$ cat src/rtl/yge_pkg.sv
// Shared constants, codes and control/status types for the Yee-grid energy accumulator.
package yge_pkg;

  // Grid and material sizing
  localparam int unsigned GridMax       = 1024;
  localparam int unsigned MaterialCount = 256;
  localparam int unsigned NumComp       = 6;
  localparam int unsigned CellW         = 11;
  localparam int unsigned CoefDepth     = NumComp * MaterialCount;
  localparam int unsigned CoefAw        = $clog2(CoefDepth);
  localparam int unsigned ApbAw         = 4;

  // Commands
  localparam logic [3:0] CmdSampleEx = 4'd0;
  localparam logic [3:0] CmdSampleEy = 4'd1;
  localparam logic [3:0] CmdSampleEz = 4'd2;
  localparam logic [3:0] CmdSampleBx = 4'd3;
  localparam logic [3:0] CmdSampleBy = 4'd4;
  localparam logic [3:0] CmdSampleBz = 4'd5;
  localparam logic [3:0] CmdCoefEx   = 4'd6;
  localparam logic [3:0] CmdCoefBz   = 4'd11;
  localparam logic [3:0] CmdEmit     = 4'd12;

  // Component indexes
  localparam logic [2:0] CompEx = 3'd0;
  localparam logic [2:0] CompEy = 3'd1;
  localparam logic [2:0] CompEz = 3'd2;
  localparam logic [2:0] CompBx = 3'd3;
  localparam logic [2:0] CompBy = 3'd4;
  localparam logic [2:0] CompBz = 3'd5;

  // Register indexes
  localparam logic [1:0] RegCellsX       = 2'd0;
  localparam logic [1:0] RegCellsY       = 2'd1;
  localparam logic [1:0] RegCellsZ       = 2'd2;
  localparam logic [1:0] RegEnergyScale  = 2'd3;

  // Multiplier operand selection
  typedef enum logic [2:0] {
    MulSq,
    MulSampleHi,
    MulSampleLo,
    MulSumHi,
    MulSumLo
  } mul_sel_e;

  typedef struct packed {
    logic     capture;
    mul_sel_e mul_sel;
    logic     load_sq;
    logic     load_hi;
    logic     load_contrib;
    logic     acc;
    logic     emit_write;
    logic     comp_inc;
  } yge_cmd_t;

  typedef struct packed {
    logic sample_go;
    logic emit;
    logic last_comp;
  } yge_status_t;

endpackage

$ cat src/rtl/yge_regs.sv
// APB-style configuration registers: cell counts and energy scale.
module yge_regs (
  input  logic                        clk_i,
  input  logic                        rst_ni,
  input  logic                        psel,
  input  logic                        penable,
  input  logic                        pwrite,
  input  logic [yge_pkg::ApbAw-1:0]   paddr,
  input  logic [31:0]                 pwdata,
  output logic [31:0]                 prdata,
  output logic                        pready,
  output logic [yge_pkg::CellW-1:0]   cells_x_o,
  output logic [yge_pkg::CellW-1:0]   cells_y_o,
  output logic [yge_pkg::CellW-1:0]   cells_z_o,
  output logic [31:0]                 energy_scale_o
);

  logic [yge_pkg::CellW-1:0] cells_x_q, cells_y_q, cells_z_q, cells_wr;
  logic [31:0]               scale_q;
  logic                      wr_en;
  logic [1:0]                reg_idx;

  assign pready  = 1'b1;
  assign wr_en   = psel && penable && pwrite;
  assign reg_idx = paddr[3:2];

  // counts above the grid limit saturate
  assign cells_wr = (pwdata[yge_pkg::CellW-1:0] > yge_pkg::CellW'(yge_pkg::GridMax)) ?
                    yge_pkg::CellW'(yge_pkg::GridMax) : pwdata[yge_pkg::CellW-1:0];

  always_ff @(posedge clk_i or negedge rst_ni) begin
    if (!rst_ni) begin
      cells_x_q <= yge_pkg::CellW'(1);
      cells_y_q <= yge_pkg::CellW'(1);
      cells_z_q <= yge_pkg::CellW'(1);
      scale_q   <= 32'h0001_0000;
    end else if (wr_en) begin
      unique case (reg_idx)
        yge_pkg::RegCellsX:      cells_x_q <= cells_wr;
        yge_pkg::RegCellsY:      cells_y_q <= cells_wr;
        yge_pkg::RegCellsZ:      cells_z_q <= cells_wr;
        yge_pkg::RegEnergyScale: scale_q   <= pwdata;
        default: ;
      endcase
    end
  end

  always_comb begin
    unique case (reg_idx)
      yge_pkg::RegCellsX:      prdata = 32'(cells_x_q);
      yge_pkg::RegCellsY:      prdata = 32'(cells_y_q);
      yge_pkg::RegCellsZ:      prdata = 32'(cells_z_q);
      yge_pkg::RegEnergyScale: prdata = scale_q;
      default:                 prdata = '0;
    endcase
  end

  assign cells_x_o      = cells_x_q;
  assign cells_y_o      = cells_y_q;
  assign cells_z_o      = cells_z_q;
  assign energy_scale_o = scale_q;

endmodule

$ cat config.mk
export PLATFORM = sky130hd
export DESIGN_NAME = yge_regs
export DESIGN_NICKNAME = d
export VERILOG_FILES = /design/src/rtl/yge_pkg.sv /design/src/rtl/yge_regs.sv
export SDC_FILE = /design/constraint.sdc
export NUM_CORES = 1
export LEC_CHECK = 0
export ABC_CLOCK_PERIOD_IN_PS = 3370
export BUFFER_PORTS_ARGS = -buffer_cell sky130_fd_sc_hd__clkbuf_2
export CORE_MARGIN = 4
export CORE_UTILIZATION = 50
export DETAILED_ROUTE_END_ITERATION = 10
export PLACE_DENSITY = 0.85
export SYNTH_ARGS = -nofsm -noshare
export SYNTH_HDL_FRONTEND = slang
export SYNTH_SLANG_ARGS = --single-unit
$ cat constraint.sdc
create_clock -name clk_i -period 3.37 [get_ports clk_i]
set_input_delay 0.337 -clock clk_i [delete_from_list [all_inputs] [get_ports clk_i]]
set_output_delay 0.337 -clock clk_i [all_outputs]
set_load 0.05 [all_outputs]
After elaboration in Yosys (flattened, before gate mapping)
Index checks and enable logic that the tools add are counted.
Word-level totals
  word-level logic and storage cells: 17
  input port bits: 41
  bits in registers: 65
Cells by class
  $lt $le $gt $ge: 1
  multiplexer cells: 2
  reductions and logical operators: 7
  eq/ne operators: 3
Operators by type and width (number)
  one-hot mux 32 bit (4 select lines): 1
  > comparator 11 bit, second input constant: 1
  2-to-1 mux 11 bit: 1
  AND reduction 2 bit: 4
  equality test 2 bit, second input constant: 2
  equality test 2 x 1 -> 1 bit, second input constant: 1
  logical AND 1 bit: 2
  logical NOT 2 bit: 1

Logic depth before layout (Yosys ltp)
  word-level depth: 3
  depth in mapped cells: 5
  gate-level depth less buffers: 3

Worst setup path after synthesis
OpenSTA, ideal clock, no wires.
  kind: input to output
  start point: in paddr[2] in the netlist's numbering
  end point: out prdata[11]
  stages: 4
  slack: 1.624 ns
  arrival: 1.409 ns
  path through: buf_6 > buf_2 > clkbuf_1 > and3_1
Between the ends
  longest elaborated chain between the ends: 2
  elaborated cells between the ends (all ways): 5
Ends and longest elaborated chain
  start: declaration: RTL line yge_regs.sv:8  | input logic [yge_pkg::ApbAw-1:0] paddr,
  equality test 2 bit (tied with other cells): RTL line yge_regs.sv:49  | unique case (reg_idx)
  one-hot mux 32 bit (4 select lines) (*): RTL line yge_regs.sv:49
  end: declaration: RTL line yge_regs.sv:10  | output logic [31:0] prdata,
Every way passes the cells marked *; elsewhere a longest branch is shown, timed or not.

Final worst setup path
  start point: in paddr[2] in the netlist's numbering
  end point: out prdata[0]
Same word-level chain as after synthesis.

==> flow_metrics.tcl <==
set metrics [dict create \
    grt_pass1_vias 2349 \
    fmax_mhz 459 \
    worst_clock_skew_ps 0 \
    synth_cell_types 19 \
    ys_ff_latch 65 \
    cts_made_buffers 9 \
    criticalPathCategory "in -> out" \
    power.density_mw_per_mm2 804 \
    insertion_delay_ps 320 \
    die_w_um 85.2 \
    gp_congestion 0.706 \
    rows 27 \
    finalSetupTns_ps 0 \
    yosys.area.top_type "dfrtp_1" \
    crit_chain "clkbuf_2 > buf_4 > mux4_2 > clkbuf_2" \
    timing.final.crit_share 0.647 \
    cts_hold_buf 0 \
    finalPower_w 0.00320 \
    area_growth_pct 33.5 \
    path_delay_family "buffers and inverters" \
    dpl_cell_area_mm2 0.00372 \
    initial_core_util 0.528 \
    totalWireLength_um 7090 \
    status "finished, final reports clean" \
    max_cap_viol_count 0 \
    finalInstanceArea_mm2 0.00398 \
    synth_area_leaders "dfrtp_1 (51%), mux2_2 (21%), mux4_2 (7.6%), mux2_4 (5.0%), and3_1 (4.4%)" \
    drtIter0Drc 52 \
    cp-endpoint "prdata[0]" \
    synth_mux_area_frac 0.343 \
    drv_slew 0 \
    worst_setup_path_end_kind "output pin" \
    track_usage 0.210 \
    synthAdderAreaFrac 0 \
    grt_overflow 0 \
    postSynthAreaPerCell_um2 15.3 \
    timing.reg2reg.setup_slack_ps 2570 \
    startpoint_type "primary input" \
    required_ps 3030 \
    p_leak_nw 2.12 \
    syn-num-nets 236 \
    tightest_slew_ps 714 \
    path_max_fanout 24 \
    yosys.area.top_type_share 0.512 \
    synth_cells 195 \
    period_needed_ps 2180 \
    startpoint "paddr[2]" \
    drt_first_pass_iters 4 \
    worstHoldPathType "in -> async" \
    yosysSeqAreaShare 0.547 \
    cts-root-buf "clkbuf_8" \
    htreeDepth 3 \
    synth_xor_area_frac 0 \
    critPathMaxStageDelay_ps 530 \
    core-area_mm2 0.00564 \
    die_area_mm2 0.00726 \
    cts_resized 0 \
    r2r_cells 1 \
    synth-simple-area-share 0.0764 \
    diodes 0 \
    grt_pass1_wl_um 11800 \
    path_depth 4 \
    ant_nets 0 \
    ys_warn_count 0 \
    finalHoldViolations 0 \
    rsz0062_at_grt "false" \
    fp.dieH_um 85.2 \
    wire_per_inst_um 17.4 \
    cts_tree "built" \
    grt_max_degree 38 \
    synth_top_family_by_area "multiplexers" \
    clk_path_buf_depth 2 \
    vias 2186 \
    nFillCells 412 \
    regToRegEndpoint "energy_scale_o[4]" \
    cp.buffers_inverters 3 \
    final_nets 371 \
    ioPinCount 139 \
    r2r-start "energy_scale_o[4]" \
    ir_worst_vdd_uv 446 \
    cpMostUsedCell "clkbuf_2" \
    cts_sinks 65 \
    synth_area_mm2 0.00298 \
    layout-drive-gt1-share 0.710 \
    hpwl_um 5240 \
    via_per_inst 5.37 \
    cts_setup_buffers 0 \
    drc 0 \
    finalSetupViolCount 0 \
    slowest_stage "mux4_2" \
    synth_compound_area_frac 0 \
    maxSlewHeadroom 0.524 \
    antenna_found_initial 0 \
    cp.arrival_ps 1840 \
    io_buffer_count 135 \
    clkSlewWorstSetupHoldPaths_ps 70 \
]
==> routing by layer <==
metal | track usage | wire (um) | vias to the layer above
met1 | 0.261 | 2860 | 1086
met5 | 0 | 0 | -
met2 | 0.337 | 3430 | 110
met4 | 0.0878 | 101 | 0
met3 | 0.0680 | 701 | 9
li1 | - | - | 981
==> cell usage after synthesis <==
cell      instances
buf_2             5
conb_1            1
dfrtp_1          61
nor2_1            1
nor2b_1          10
and3_1           21
or3b_1            1
nand3_1           1
mux2_4           10
mux4_2           10
nor3_1            1
clkbuf_1          5
mux2_2           55
mux4_1            1
buf_6             2
nor3b_1           1
dfstp_2           4
buf_4             4
nand2_1           1
==> power by group <==
group | switching [W] | leakage [nW] | internal, W
sequential | 0.000125 | 0.813 | 0.000948
combinational | 0.000946 | 1.18 | 0.000338
clock | 0.000289 | 0.129 | 0.000552
total | 0.00136 | 2.12 | 0.00184
==> state kept, by name (all words and copies together), names as in the netlist <==
| signal | cells |
|---|---|
| cells_x_o | 11 |
| cells_y_o | 11 |
| cells_z_o | 11 |
| energy_scale_o | 32 |
==> worst min path at each step <==
stage                    endpoint  cells past startpoint
6_report        energy_scale_o[0]                      1
5_1_grt        energy_scale_o[19]                      1
4_1_cts        energy_scale_o[19]                      1
3_5_place_dp    energy_scale_o[0]                      1
3_3_place_gp         cells_y_o[9]                      1
2_1_floorplan       cells_x_o[10]                      0
==> area by class of cell <==
class | instances | area (um^2) | share of cell area
repair buffers | 140 | 726 | 0.182
flip-flops and latches | 65 | 1630 | 0.410
clock inverters | 4 | 97.6 | 0.0245
clock buffers | 12 | 165 | 0.0415
well taps | 72 | 90.1 | 0.0226
multi-input cells | 114 | 1270 | 0.319
==> through the flow <==
stage	setup WS (ps)	instances	utilization	hold slack (ps)
2_1_floorplan	1620	195	-	41.4
3_3_place_gp	1190	391	0.659	389
3_5_place_dp	1150	391	0.659	394
4_1_cts	1150	407	0.705	31.4
5_1_grt	1080	407	0.705	65.2
6_report	1190	407	0.705	30.8
==> layout by cell type (no fill, tap or decap) <==
master / synthesis / routed
nand2_1: 1 / 1
buf_4: 4 / 4
nor3_2: 0 / 1
and3_1: 21 / 21
nor3b_2: 0 / 1
dfstp_2: 4 / 4
bufinv_16: 0 / 3
buf_12: 0 / 1
nand3_1: 1 / 1
buf_2: 5 / 1
clkbuf_2: 0 / 134
clkinvlp_4: 0 / 1
mux2_4: 10 / 10
dfrtp_1: 61 / 61
mux2_2: 55 / 55
or3b_1: 1 / 1
nor2_4: 0 / 1
mux4_2: 10 / 10
conb_1: 1 / 1
nor2b_1: 10 / 10
clkbuf_8: 0 / 12
mux4_1: 1 / 1
==> kinds of logic (layout without fill, tap and decap cells) <==
family | after synthesis | after routing
muxes | 76 | 76
DFF | 65 | 65
and+or+nand+nor | 37 | 37
buffers and inverters | 16 | 156
other | 1 | 1
Power figures use the tool's default switching activity.
