**src/rtl/yge_pkg.sv**
```systemverilog
// Shared constants, codes and control/status types for the Yee-grid energy accumulator.
package yge_pkg;

  // Grid and material sizing
  localparam int unsigned GridMax       = 1024;
  localparam int unsigned MaterialCount = 256;
  localparam int unsigned NumComp       = 6;
  localparam int unsigned CellW         = 11;
  localparam int unsigned CoefDepth     = NumComp * MaterialCount;
  localparam int unsigned CoefAw        = $clog2(CoefDepth);
  localparam int unsigned ApbAw         = 4;

  // Commands
  localparam logic [3:0] CmdSampleEx = 4'd0;
  localparam logic [3:0] CmdSampleEy = 4'd1;
  localparam logic [3:0] CmdSampleEz = 4'd2;
  localparam logic [3:0] CmdSampleBx = 4'd3;
  localparam logic [3:0] CmdSampleBy = 4'd4;
  localparam logic [3:0] CmdSampleBz = 4'd5;
  localparam logic [3:0] CmdCoefEx   = 4'd6;
  localparam logic [3:0] CmdCoefBz   = 4'd11;
  localparam logic [3:0] CmdEmit     = 4'd12;

  // Component indexes
  localparam logic [2:0] CompEx = 3'd0;
  localparam logic [2:0] CompEy = 3'd1;
  localparam logic [2:0] CompEz = 3'd2;
  localparam logic [2:0] CompBx = 3'd3;
  localparam logic [2:0] CompBy = 3'd4;
  localparam logic [2:0] CompBz = 3'd5;

  // Register indexes
  localparam logic [1:0] RegCellsX       = 2'd0;
  localparam logic [1:0] RegCellsY       = 2'd1;
  localparam logic [1:0] RegCellsZ       = 2'd2;
  localparam logic [1:0] RegEnergyScale  = 2'd3;

  // Multiplier operand selection
  typedef enum logic [2:0] {
    MulSq,
    MulSampleHi,
    MulSampleLo,
    MulSumHi,
    MulSumLo
  } mul_sel_e;

  typedef struct packed {
    logic     capture;
    mul_sel_e mul_sel;
    logic     load_sq;
    logic     load_hi;
    logic     load_contrib;
    logic     acc;
    logic     emit_write;
    logic     comp_inc;
  } yge_cmd_t;

  typedef struct packed {
    logic sample_go;
    logic emit;
    logic last_comp;
  } yge_status_t;

endpackage

```
**src/rtl/yge_ctrl.sv**
```systemverilog
// Sequencer for sample accumulate and emit passes; owns the result valid.
module yge_ctrl (
  input  logic                 clk_i,
  input  logic                 rst_ni,
  input  logic                 in_valid_i,
  output logic                 in_ready_o,
  output logic                 out_valid_o,
  input  logic                 out_ready_i,
  input  yge_pkg::yge_status_t status_i,
  output yge_pkg::yge_cmd_t    cmd_o
);

  localparam logic [3:0] SIdle  = 4'd0;
  localparam logic [3:0] SSq    = 4'd1;
  localparam logic [3:0] SHi    = 4'd2;
  localparam logic [3:0] SLo    = 4'd3;
  localparam logic [3:0] SCon   = 4'd4;
  localparam logic [3:0] SAcc   = 4'd5;
  localparam logic [3:0] SEWait = 4'd6;
  localparam logic [3:0] SEHi   = 4'd7;
  localparam logic [3:0] SELo   = 4'd8;
  localparam logic [3:0] SEWr   = 4'd9;

  logic [3:0] state_q, state_d;
  logic       out_valid_q, out_valid_d;
  logic       accept;

  assign in_ready_o  = (state_q == SIdle);
  assign accept      = in_valid_i && in_ready_o;
  assign out_valid_o = out_valid_q;

  always_comb begin
    state_d     = state_q;
    out_valid_d = out_valid_q && !out_ready_i;
    cmd_o       = '0;
    cmd_o.mul_sel = yge_pkg::MulSq;
    unique case (state_q)
      SIdle: begin
        cmd_o.capture = accept;
        if (accept && status_i.sample_go) begin
          state_d = SSq;
        end else if (accept && status_i.emit) begin
          state_d = SEWait;
        end
      end
      SSq: begin
        cmd_o.mul_sel = yge_pkg::MulSq;
        state_d = SHi;
      end
      SHi: begin
        cmd_o.mul_sel = yge_pkg::MulSampleHi;
        cmd_o.load_sq = 1'b1;
        state_d = SLo;
      end
      SLo: begin
        cmd_o.mul_sel = yge_pkg::MulSampleLo;
        cmd_o.load_hi = 1'b1;
        state_d = SCon;
      end
      SCon: begin
        cmd_o.load_contrib = 1'b1;
        state_d = SAcc;
      end
      SAcc: begin
        cmd_o.acc = 1'b1;
        state_d = SIdle;
      end
      SEWait: begin
        if (!out_valid_q) begin
          state_d = SEHi;
        end
      end
      SEHi: begin
        cmd_o.mul_sel = yge_pkg::MulSumHi;
        state_d = SELo;
      end
      SELo: begin
        cmd_o.mul_sel = yge_pkg::MulSumLo;
        cmd_o.load_hi = 1'b1;
        state_d = SEWr;
      end
      SEWr: begin
        cmd_o.emit_write = 1'b1;
        if (status_i.last_comp) begin
          out_valid_d = 1'b1;
          state_d     = SIdle;
        end else begin
          cmd_o.comp_inc = 1'b1;
          state_d        = SEHi;
        end
      end
      default: state_d = SIdle;
    endcase
  end

  always_ff @(posedge clk_i or negedge rst_ni) begin
    if (!rst_ni) begin
      state_q     <= SIdle;
      out_valid_q <= 1'b0;
    end else begin
      state_q     <= state_d;
      out_valid_q <= out_valid_d;
    end
  end

  // output registers are only rewritten while empty
  a_emit_out_free: assert property (@(posedge clk_i) disable iff (!rst_ni)
    (state_q == SEHi || state_q == SELo || state_q == SEWr) |-> !out_valid_q)
    else $error("emit pass running while result still pending");

  a_emit_enter: assert property (@(posedge clk_i) disable iff (!rst_ni)
    (accept && status_i.emit) |=> (state_q == SEWait))
    else $error("accepted emit did not start an emit pass");

  a_sample_enter: assert property (@(posedge clk_i) disable iff (!rst_ni)
    (accept && status_i.sample_go) |=> (state_q == SSq))
    else $error("accepted sample did not start accumulation");

  a_valid_source: assert property (@(posedge clk_i) disable iff (!rst_ni)
    $rose(out_valid_q) |-> $past(state_q == SEWr && status_i.last_comp))
    else $error("result valid raised outside the last emit write");

endmodule

```
**config.mk**
```make
export PLATFORM = sky130hd
export DESIGN_NAME = yge_ctrl
export DESIGN_NICKNAME = d
export VERILOG_FILES = /design/src/rtl/yge_pkg.sv /design/src/rtl/yge_ctrl.sv
export SDC_FILE = /design/constraint.sdc
export NUM_CORES = 1
export LEC_CHECK = 0
export BUFFER_PORTS_ARGS = -buffer_cell sky130_fd_sc_hd__clkbuf_2
export CAP_MARGIN = 20
export CORE_AREA = 2 2 39 41
export CTS_BUF_LIST = sky130_fd_sc_hd__clkbuf_16
export DETAILED_ROUTE_END_ITERATION = 16
export DIE_AREA = 0 0 41 43
export SKIP_CTS_REPAIR_TIMING = 1
export SYNTH_ARGS = -nofsm -noshare
export SYNTH_HDL_FRONTEND = slang
export SYNTH_SLANG_ARGS = --single-unit
```
**constraint.sdc**
```tcl
create_clock -name clk_i -period 2.85 [get_ports clk_i]
set_clock_uncertainty 0.05 [all_clocks]
set_input_delay 0.285 -clock clk_i [delete_from_list [all_inputs] [get_ports clk_i]]
set_output_delay 0.285 -clock clk_i [all_outputs]
set_load 0.05 [all_outputs]
```
# After elaboration in Yosys (flattened, before gate mapping)
# Index checks and enable logic that the tools add are counted.
totals:
  ff_bits: 5
  latchBits: 0
  ramBits: 0
  romBits: 0
  word_cells: 36
  memories: 0
op_classes:
  n_addsub: 0
  multipliers: 0
  div: 0
  magnitude_cmp: 0
  eq_ne: 11
  shift: 0
  muxes: 15
  n_bitwise: 0
  n_reduce_logical: 8
ops:
  columns: ["operator", "count"]
  rows:
  - ["$pmux 4 s9", 1]
  - ["$eq 4x3->1 const B", 4]
  - ["$mux 4", 3]
  - ["$pmux 3 s4", 1]
  - ["$eq 4x2->1 const B", 2]
  - ["$eq 4x4->1 const B", 2]
  - ["$mux 1", 8]
  - ["$eq 4x1->1 const B", 1]
  - ["$logic_and 1x1->1", 4]
  - ["$logic_not 4->1", 1]
  - ["$mux 3", 1]
  - ["$ne 3x1->1 const B", 1]
  - ["$mux 2", 1]
  - ["$ne 2x2->1 const B", 1]
  - ["$reduce_and 2->1", 1]
  - ["$reduce_or 2->1", 1]
  - ["$logic_not 1->1", 1]

# Longest topological paths before layout
# Gate-level depths: netlist of run 1.
depth:
  word_depth: 6
  ltp_mapped: 4
  depth_no_buf: 3

# Worst setup path before layout of run 1
# No wires, ideal clock.
synth_path:
  path_kind: "reg-to-output"
  from: "register state_q[3]"
  to: "output cmd_o[9] (netlist bit)"
  arrival_time_ns: 1.957
  t_required_ns: 2.515
  path_slack_ns: 0.558
  stages_incl_launch_ff: 3
  path_buffers: 0
  cell_sequence: "dfrtp_1 nor4_2 and2_2"
synth_rtl:
  columns: ["item", "line_no", "rtl"]
  rows:
  - ["from (decl)", "yge_ctrl.sv:24", "logic [3:0] state_q, state_d;"]
  - ["from (signal assigned)", "yge_ctrl.sv:98", "state_q <= SIdle;"]
  - ["from (signal assigned)", "yge_ctrl.sv:101", "state_q <= state_d;"]
  - ["to (decl)", "yge_ctrl.sv:10", "output yge_pkg::yge_cmd_t cmd_o"]

==> summary.md, run 1 <==
| Metric | Value |
|---|---|
| Fmax | 0.506 GHz |
| Synth warn | 0 |
| Post-synthesis cell area | 425 µm² |
| Max VDD drop | 604 µV |
| Port buffer count | 18 |
| Fin Hold WS | 194 ps |
| Die Ht | 43 µm |
| Post-synth EDFFs | 0 |
| Async set-or-reset flop fraction in the synthesized netlist | 100% |
| Post-synth top area share | 29.4% |
| Seq cells post-synth | 5 |
| Leakage power | 0.276 nW |
| RSZ-0062 raised after global routing | no |
| Top cells by area, synth | dfrtp_1, nor2_1, nor4b_4 |
| DRT antenna net count | 0 |
| Minimum clock period | 1980 ps |
| Vias/cell | 4.83 |
| Rel. slew slack | 70.2% |
| Vias in the first global route | 360 |
| Initial antenna violation count | 0 |
| Starting Density | 30.7% |
| Fillers | 147 |
| Setup crit end kind | output pin |
| Layout area overhead | 40.3% |
| Root buf cell | clkbuf_16 |
| Endpoints failing setup | 0 |
| Clk slew on worst S/H paths | 30 ps |
| ANT cells | 0 |
| Critical path class | flip-flop to output pin |
| Max cap viols | 0 |
| Slowest CP cell | dfrtp_1 |
| Hold Path Class | input port to flip-flop |
| Die X | 41 µm |
| DR WL/cell | 10.6 µm |
| Outcome | finished, final reports clean |
| Crit-path cells | nor4_2, and2_2, clkbuf_2 |
| Layout cells sized above 1 | 37.1% |
| TritonCTS clock tree | built |
| 1st-iter DRT viols | 4 |
| Detailed Route WL | 913 µm |
| Critical Path RT | 2520 ps |
| Worst skew pair latency | 230 ps |
| Crit path max fanout | 14 |
| Nets | 78 |
| Grt total ovfl | 0 |
| First-pass GRT wire length | 1510 µm |
| Total GRT Usage | 13.2% |
| Number of distinct library cells after synthesis | 25 |
| Detailed placer's ending HPWL | 699 µm |
| Post-synth top cells | nor2_1, dfrtp_1, o21ai_0 |
| DRC | 0 |
| Final-report hold violation count | 0 |
| Core area | 1380 µm² |
| Global placement routability congestion | 0.721 |
| Syn Nets | 58 |
| H-tree depth | 1 |
| Synth Area per Inst | 8.34 µm² |
| Commonest register cell after synthesis | dfrtp_1 |
| Final TNS setup | 0 ps |
| Tcrit/Tclk final | 69.4% |
| Mapped Cells | 51 |
| Die ar. | 1760 µm² |
| CTS buffer count | 3 |
| Via Count | 415 |
| PwrDens | 1450 nW/µm² |
| CP max stage delay | 500 ps |
| Row Count | 14 |
| Slew Limit Fails | 0 |
| Worst slew pin tran | 446 ps |
| Largest net degree at the start of global routing | 15 |
| Arr. time, crit path | 1640 ps |
| Io pins | 19 |
| Register area share after synthesis | 29.4% |
| Sink Count | 5 |
| Top-count cell post-synth | nor2_1 |
| CTS max path bufs | 2 |
| DRT Pass-1 Iters | 4 |
| Post-synth top area cell | dfrtp_1 |
| Worst setup SP type | flip-flop |
-- sequential cells by signal (all words and copies together), names as in the netlist --
name         flops
state_q          4
out_valid_o      1
-- layer usage --
| layer | routed length [µm] | track usage, % | part of all wire [%] | vias up |
|---|---|---|---|---|
| met5 | 0 | 0 | 0 | - |
| met4 | 11 | 6.00 | 1.2 | 0 |
| met3 | 74 | 8.38 | 8.1 | 2 |
| met2 | 420 | 17.2 | 46 | 10 |
| met1 | 406 | 16.5 | 44 | 185 |
| li1 | - | - | - | 218 |
-- final cells by class --
type | count | area (µm²) | area share [%]
clock buffer | 3 | 75.1 | 12.6
timing repair buffer | 19 | 100 | 16.8
tap | 16 | 20.0 | 3.35
clock inverter | 1 | 3.75 | 0.629
inverter | 1 | 3.75 | 0.629
multi-input combinational | 41 | 269 | 45.1
sequential | 5 | 125 | 21.0
-- cell families (layout without fill, tap and decap cells) --
kind of cell,count (synthesis),in the layout,share of synthesized area (%)
flops,5,5,29.4
simple gates,28,28,43.8
compound gates,13,13,19.4
buf+inv,5,24,7.35
-- cells in the final DEF (no fill, tap or decap), types with 2 or more instances in the layout --
cell type / n
a22oi_1: 2
a32oi_1: 2
clkbuf_16: 3
clkbuf_2: 18
dfrtp_1: 5
inv_1: 2
nand2_1: 3
nand2b_1: 3
nor2_1: 7
nor2b_1: 3
nor3_1: 2
nor3b_1: 2
o21ai_0: 4
o21ai_1: 2
-- power breakdown --
| group | switching (mW) | internal, mW | leakage [nW] |
|---|---|---|---|
| Sequential | 0.0967 | 0.0988 | 0.0642 |
| Clock | 0.0460 | 0.182 | 0.0423 |
| Combinational | 0.300 | 0.145 | 0.170 |
-- final timing paths --
check / slack, ps / cells past startpoint / from / endpoint
setup reg to reg: 1500 / 3 / state_q[3]$_DFFE_PN0P_ / state_q[1]$_DFFE_PN0P_
max in group asynchronous: 2250 / 2 / rst_ni / state_q[1]$_DFFE_PN0P_
hold / removal: 190 / 2 / out_ready_i / out_valid_o$_DFF_PN0_
hold reg to reg: 520 / 2 / out_valid_o$_DFF_PN0_ / out_valid_o$_DFF_PN0_
setup / recovery: 870 / 3 / state_q[3]$_DFFE_PN0P_ / cmd_o[9]
min in group asynchronous: 360 / 2 / rst_ni / state_q[0]$_DFFE_PN0P_
-- per-stage QoR --
| stage | utilization, % | instances | instance area [µm²] | setup WS [ps] | power [mW] |
|---|---|---|---|---|---|
| after detailed placement | 36.7 | 81 | 508 | 1120 | 0.645 |
| after CTS | 42.4 | 85 | 587 | 873 | 0.878 |
| after global routing | 43.1 | 86 | 597 | 757 | 0.932 |
| after floorplan | - | 51 | 425 | 558 | 0.577 |
| after global placement | 36.7 | 81 | 508 | 1150 | 0.645 |
| final | 43.1 | 86 | 597 | 873 | 0.868 |
-- worst max-delay path: cells and delay by family (launching register included) --
kind | cells | cell delay (ps)
DFF | 1 | 500
and+or+nand+nor | 2 | 650
buffers and inverters | 1 | 260
No activity file was read; power rests on OpenSTA's default activity.
==> run 2: changes to the inputs <==
==> constraint.sdc (replaced) <==
create_clock -name clk_i -period 1.65 [get_ports clk_i]
set_clock_uncertainty 0.05 [all_clocks]
set_input_delay 0.165 -clock clk_i [delete_from_list [all_inputs] [get_ports clk_i]]
set_output_delay 0.165 -clock clk_i [all_outputs]
set_load 0.05 [all_outputs]
==> run 2 against run 1 <==
Core utilization up 9.4 points. Highest routed layer is now met3. Sequential power up 46%. Routed wire length increased by 26%. Clock power increased by 69%. Critical path depth did not move. Critical path type unchanged. Flip-flop and latch count is the same. Total power rose by 110%. Critical endpoint is now cmd_o[6]. Register-to-register slack got worse by 1100 ps. Die area unchanged. Global-route usage increased by 0.83 points.
==> summary.md, run 2 (synthesized netlist as in run 1, its figures left out) <==
| Metric | Value |
|---|---|
| Outcome | finished, final reports clean |
| Largest net degree at the start of global routing | 12 (-3) |
| H-tree depth | 1 (unchanged) |
| Reg2reg setup slack | 390 ps (-1110 ps) |
| Die Ht | 43 µm (unchanged) |
| Setup crit end kind | output pin |
| Max VDD drop | 1210 µV (+100%) |
| Slowest CP cell | dfrtp_2 |
| Max cap viols | 0 (unchanged) |
| CTS buffer count | 3 (unchanged) |
| Detailed Route WL | 1150 µm (+26%) |
| Arr. time, crit path | 1370 ps (-270 ps) |
| Via Count | 467 (+13%) |
| Most frequent cells in the layout | clkbuf_2, buf_4, nor2_1 |
| Family with the most delay on the worst path | flip-flops |
| Final-report hold violation count | 0 (unchanged) |
| Endpoints failing setup | 0 (unchanged) |
| PwrDens | 2460 nW/µm² (+69%) |
| Worst setup SP type | flip-flop |
| Layout area overhead | 70.9% |
| Largest Register | state_q |
| Fin Hold WS | 70.7 ps (-123 ps) |
| Crit path max fanout | 8 (-6) |
| Port buffer count | 18 (unchanged) |
| Row Count | 14 (unchanged) |
| Tcrit/Tclk final | 96.2% |
| DRT Pass-1 Iters | 3 (-1) |
| Critical Path RT | 1430 ps (-1090 ps) |
| ANT cells | 0 (unchanged) |
| Clk slew on worst S/H paths | 30 ps (about the same) |
| Die X | 41 µm (unchanged) |
| Fmax | 0.630 GHz |
| Io pins | 19 (unchanged) |
| 1st-iter DRT viols | 4 (unchanged) |
| TritonCTS clock tree | built |
| Largest register FFs | 4 (unchanged) |
| DRT antenna net count | 0 (unchanged) |
| Root buf cell | clkbuf_16 |
| Final Util | 52.5% (+9.4 points) |
| Layout cells sized above 1 | 53.1% (+16 points) |
| Commonest non-fill, non-tap cell in the layout | clkbuf_2 |
| Critical path class | flip-flop to output pin |
| Grt total ovfl | 0 (unchanged) |
| Sink Count | 5 (unchanged) |
| Total GRT Usage | 14.0% (+0.83 points) |
| DRC | 0 (unchanged) |
| Die ar. | 1760 µm² (unchanged) |
| Rel. slew slack | 81.3% (+11 points) |
| RSZ-0062 raised after global routing | no |
| Fillers | 144 (-2.0%) |
| Detailed placer's ending HPWL | 786 µm (+12%) |
| Dpl ws | 141 ps (-979 ps) |
| Worst slew pin tran | 278 ps (-168 ps) |
| CP max stage delay | 450 ps (-50 ps) |
| Global placement routability congestion | 0.701 (-2.8%) |
| Hold Path Class | input port to flip-flop |
| Leakage power | 0.335 nW (+21%) |
| Total chip power | 1.79 mW (+110%) |
| Starting Density | 30.7% (unchanged) |
| DR WL/cell | 11.9 µm (+12%) |
| First-pass GRT wire length | 1700 µm (+12%) |
| Vias in the first global route | 405 (+13%) |
| Minimum clock period | 1590 ps |
| Crit-path cells | and2b_2, nor3b_4, buf_2 |
| Worst skew pair latency | 220 ps (about the same) |
| Crit path buf inv count | 1 (unchanged) |
| Core area | 1380 µm² (unchanged) |
| Initial antenna violation count | 0 (unchanged) |
| Slew Limit Fails | 0 (unchanged) |
| Nets | 89 (+14%) |
| Vias/cell | 4.81 (-0.23%) |
| CTS max path bufs | 2 (unchanged) |
| Final setup margin | 63.0 ps (-810 ps) |
-- run 2: cell count changes in the layout (fill, tap and decap cells not counted), sizes merged --
| cell | delta |
|---|---|
| buf | +13 |
| clkbuf | -2 |
-- run 2: per-layer routing --
layer  track usage (%)  part of all wire (%)  vias up
li1                  -                     -      240
met1              17.6                    44      215
met2              21.9                    53       12
met3              6.28                   3.7        0
met4              2.00                     0        0
met5                 0                     0        -
-- run 2: stage by stage --
step           area [µm²]  cells  setup TNS, ps
2_1_floorplan         453     51           -760
3_3_place_gp          573     86              0
3_5_place_dp          573     86              0
4_1_cts               652     90           -507
5_1_grt               727     97              0
6_report              727     97              0
-- run 2: path summary, 6_finish.rpt --
path | to | startpoint | depth (start not counted)
max | cmd_o[6] | state_q[3]$_DFFE_PN0P_ | 3
min | out_valid_o$_DFF_PN0_ | out_ready_i | 2
max reg2reg | state_q[2]$_DFFE_PN0P_ | state_q[1]$_DFFE_PN0P_ | 4
min reg2reg | out_valid_o$_DFF_PN0_ | out_valid_o$_DFF_PN0_ | 2
max in group asynchronous | state_q[0]$_DFFE_PN0P_ | rst_ni | 2
min in group asynchronous | state_q[1]$_DFFE_PN0P_ | rst_ni | 2
-- run 2: cell type report --
cell class	instances	area (µm²)	share of cell area (%)
multi-input combinational	41	297	40.8
timing repair buffer	30	198	27.2
sequential	5	130	17.9
clock buffer	3	75.1	10.3
tap	16	20.0	2.75
clock inverter	1	3.75	0.516
inverter	1	3.75	0.516
-- run 2: where the power goes --
part | switching, mW | internal [mW]
clock network | 0.0731 | 0.313
registers | 0.102 | 0.182
logic | 0.676 | 0.440
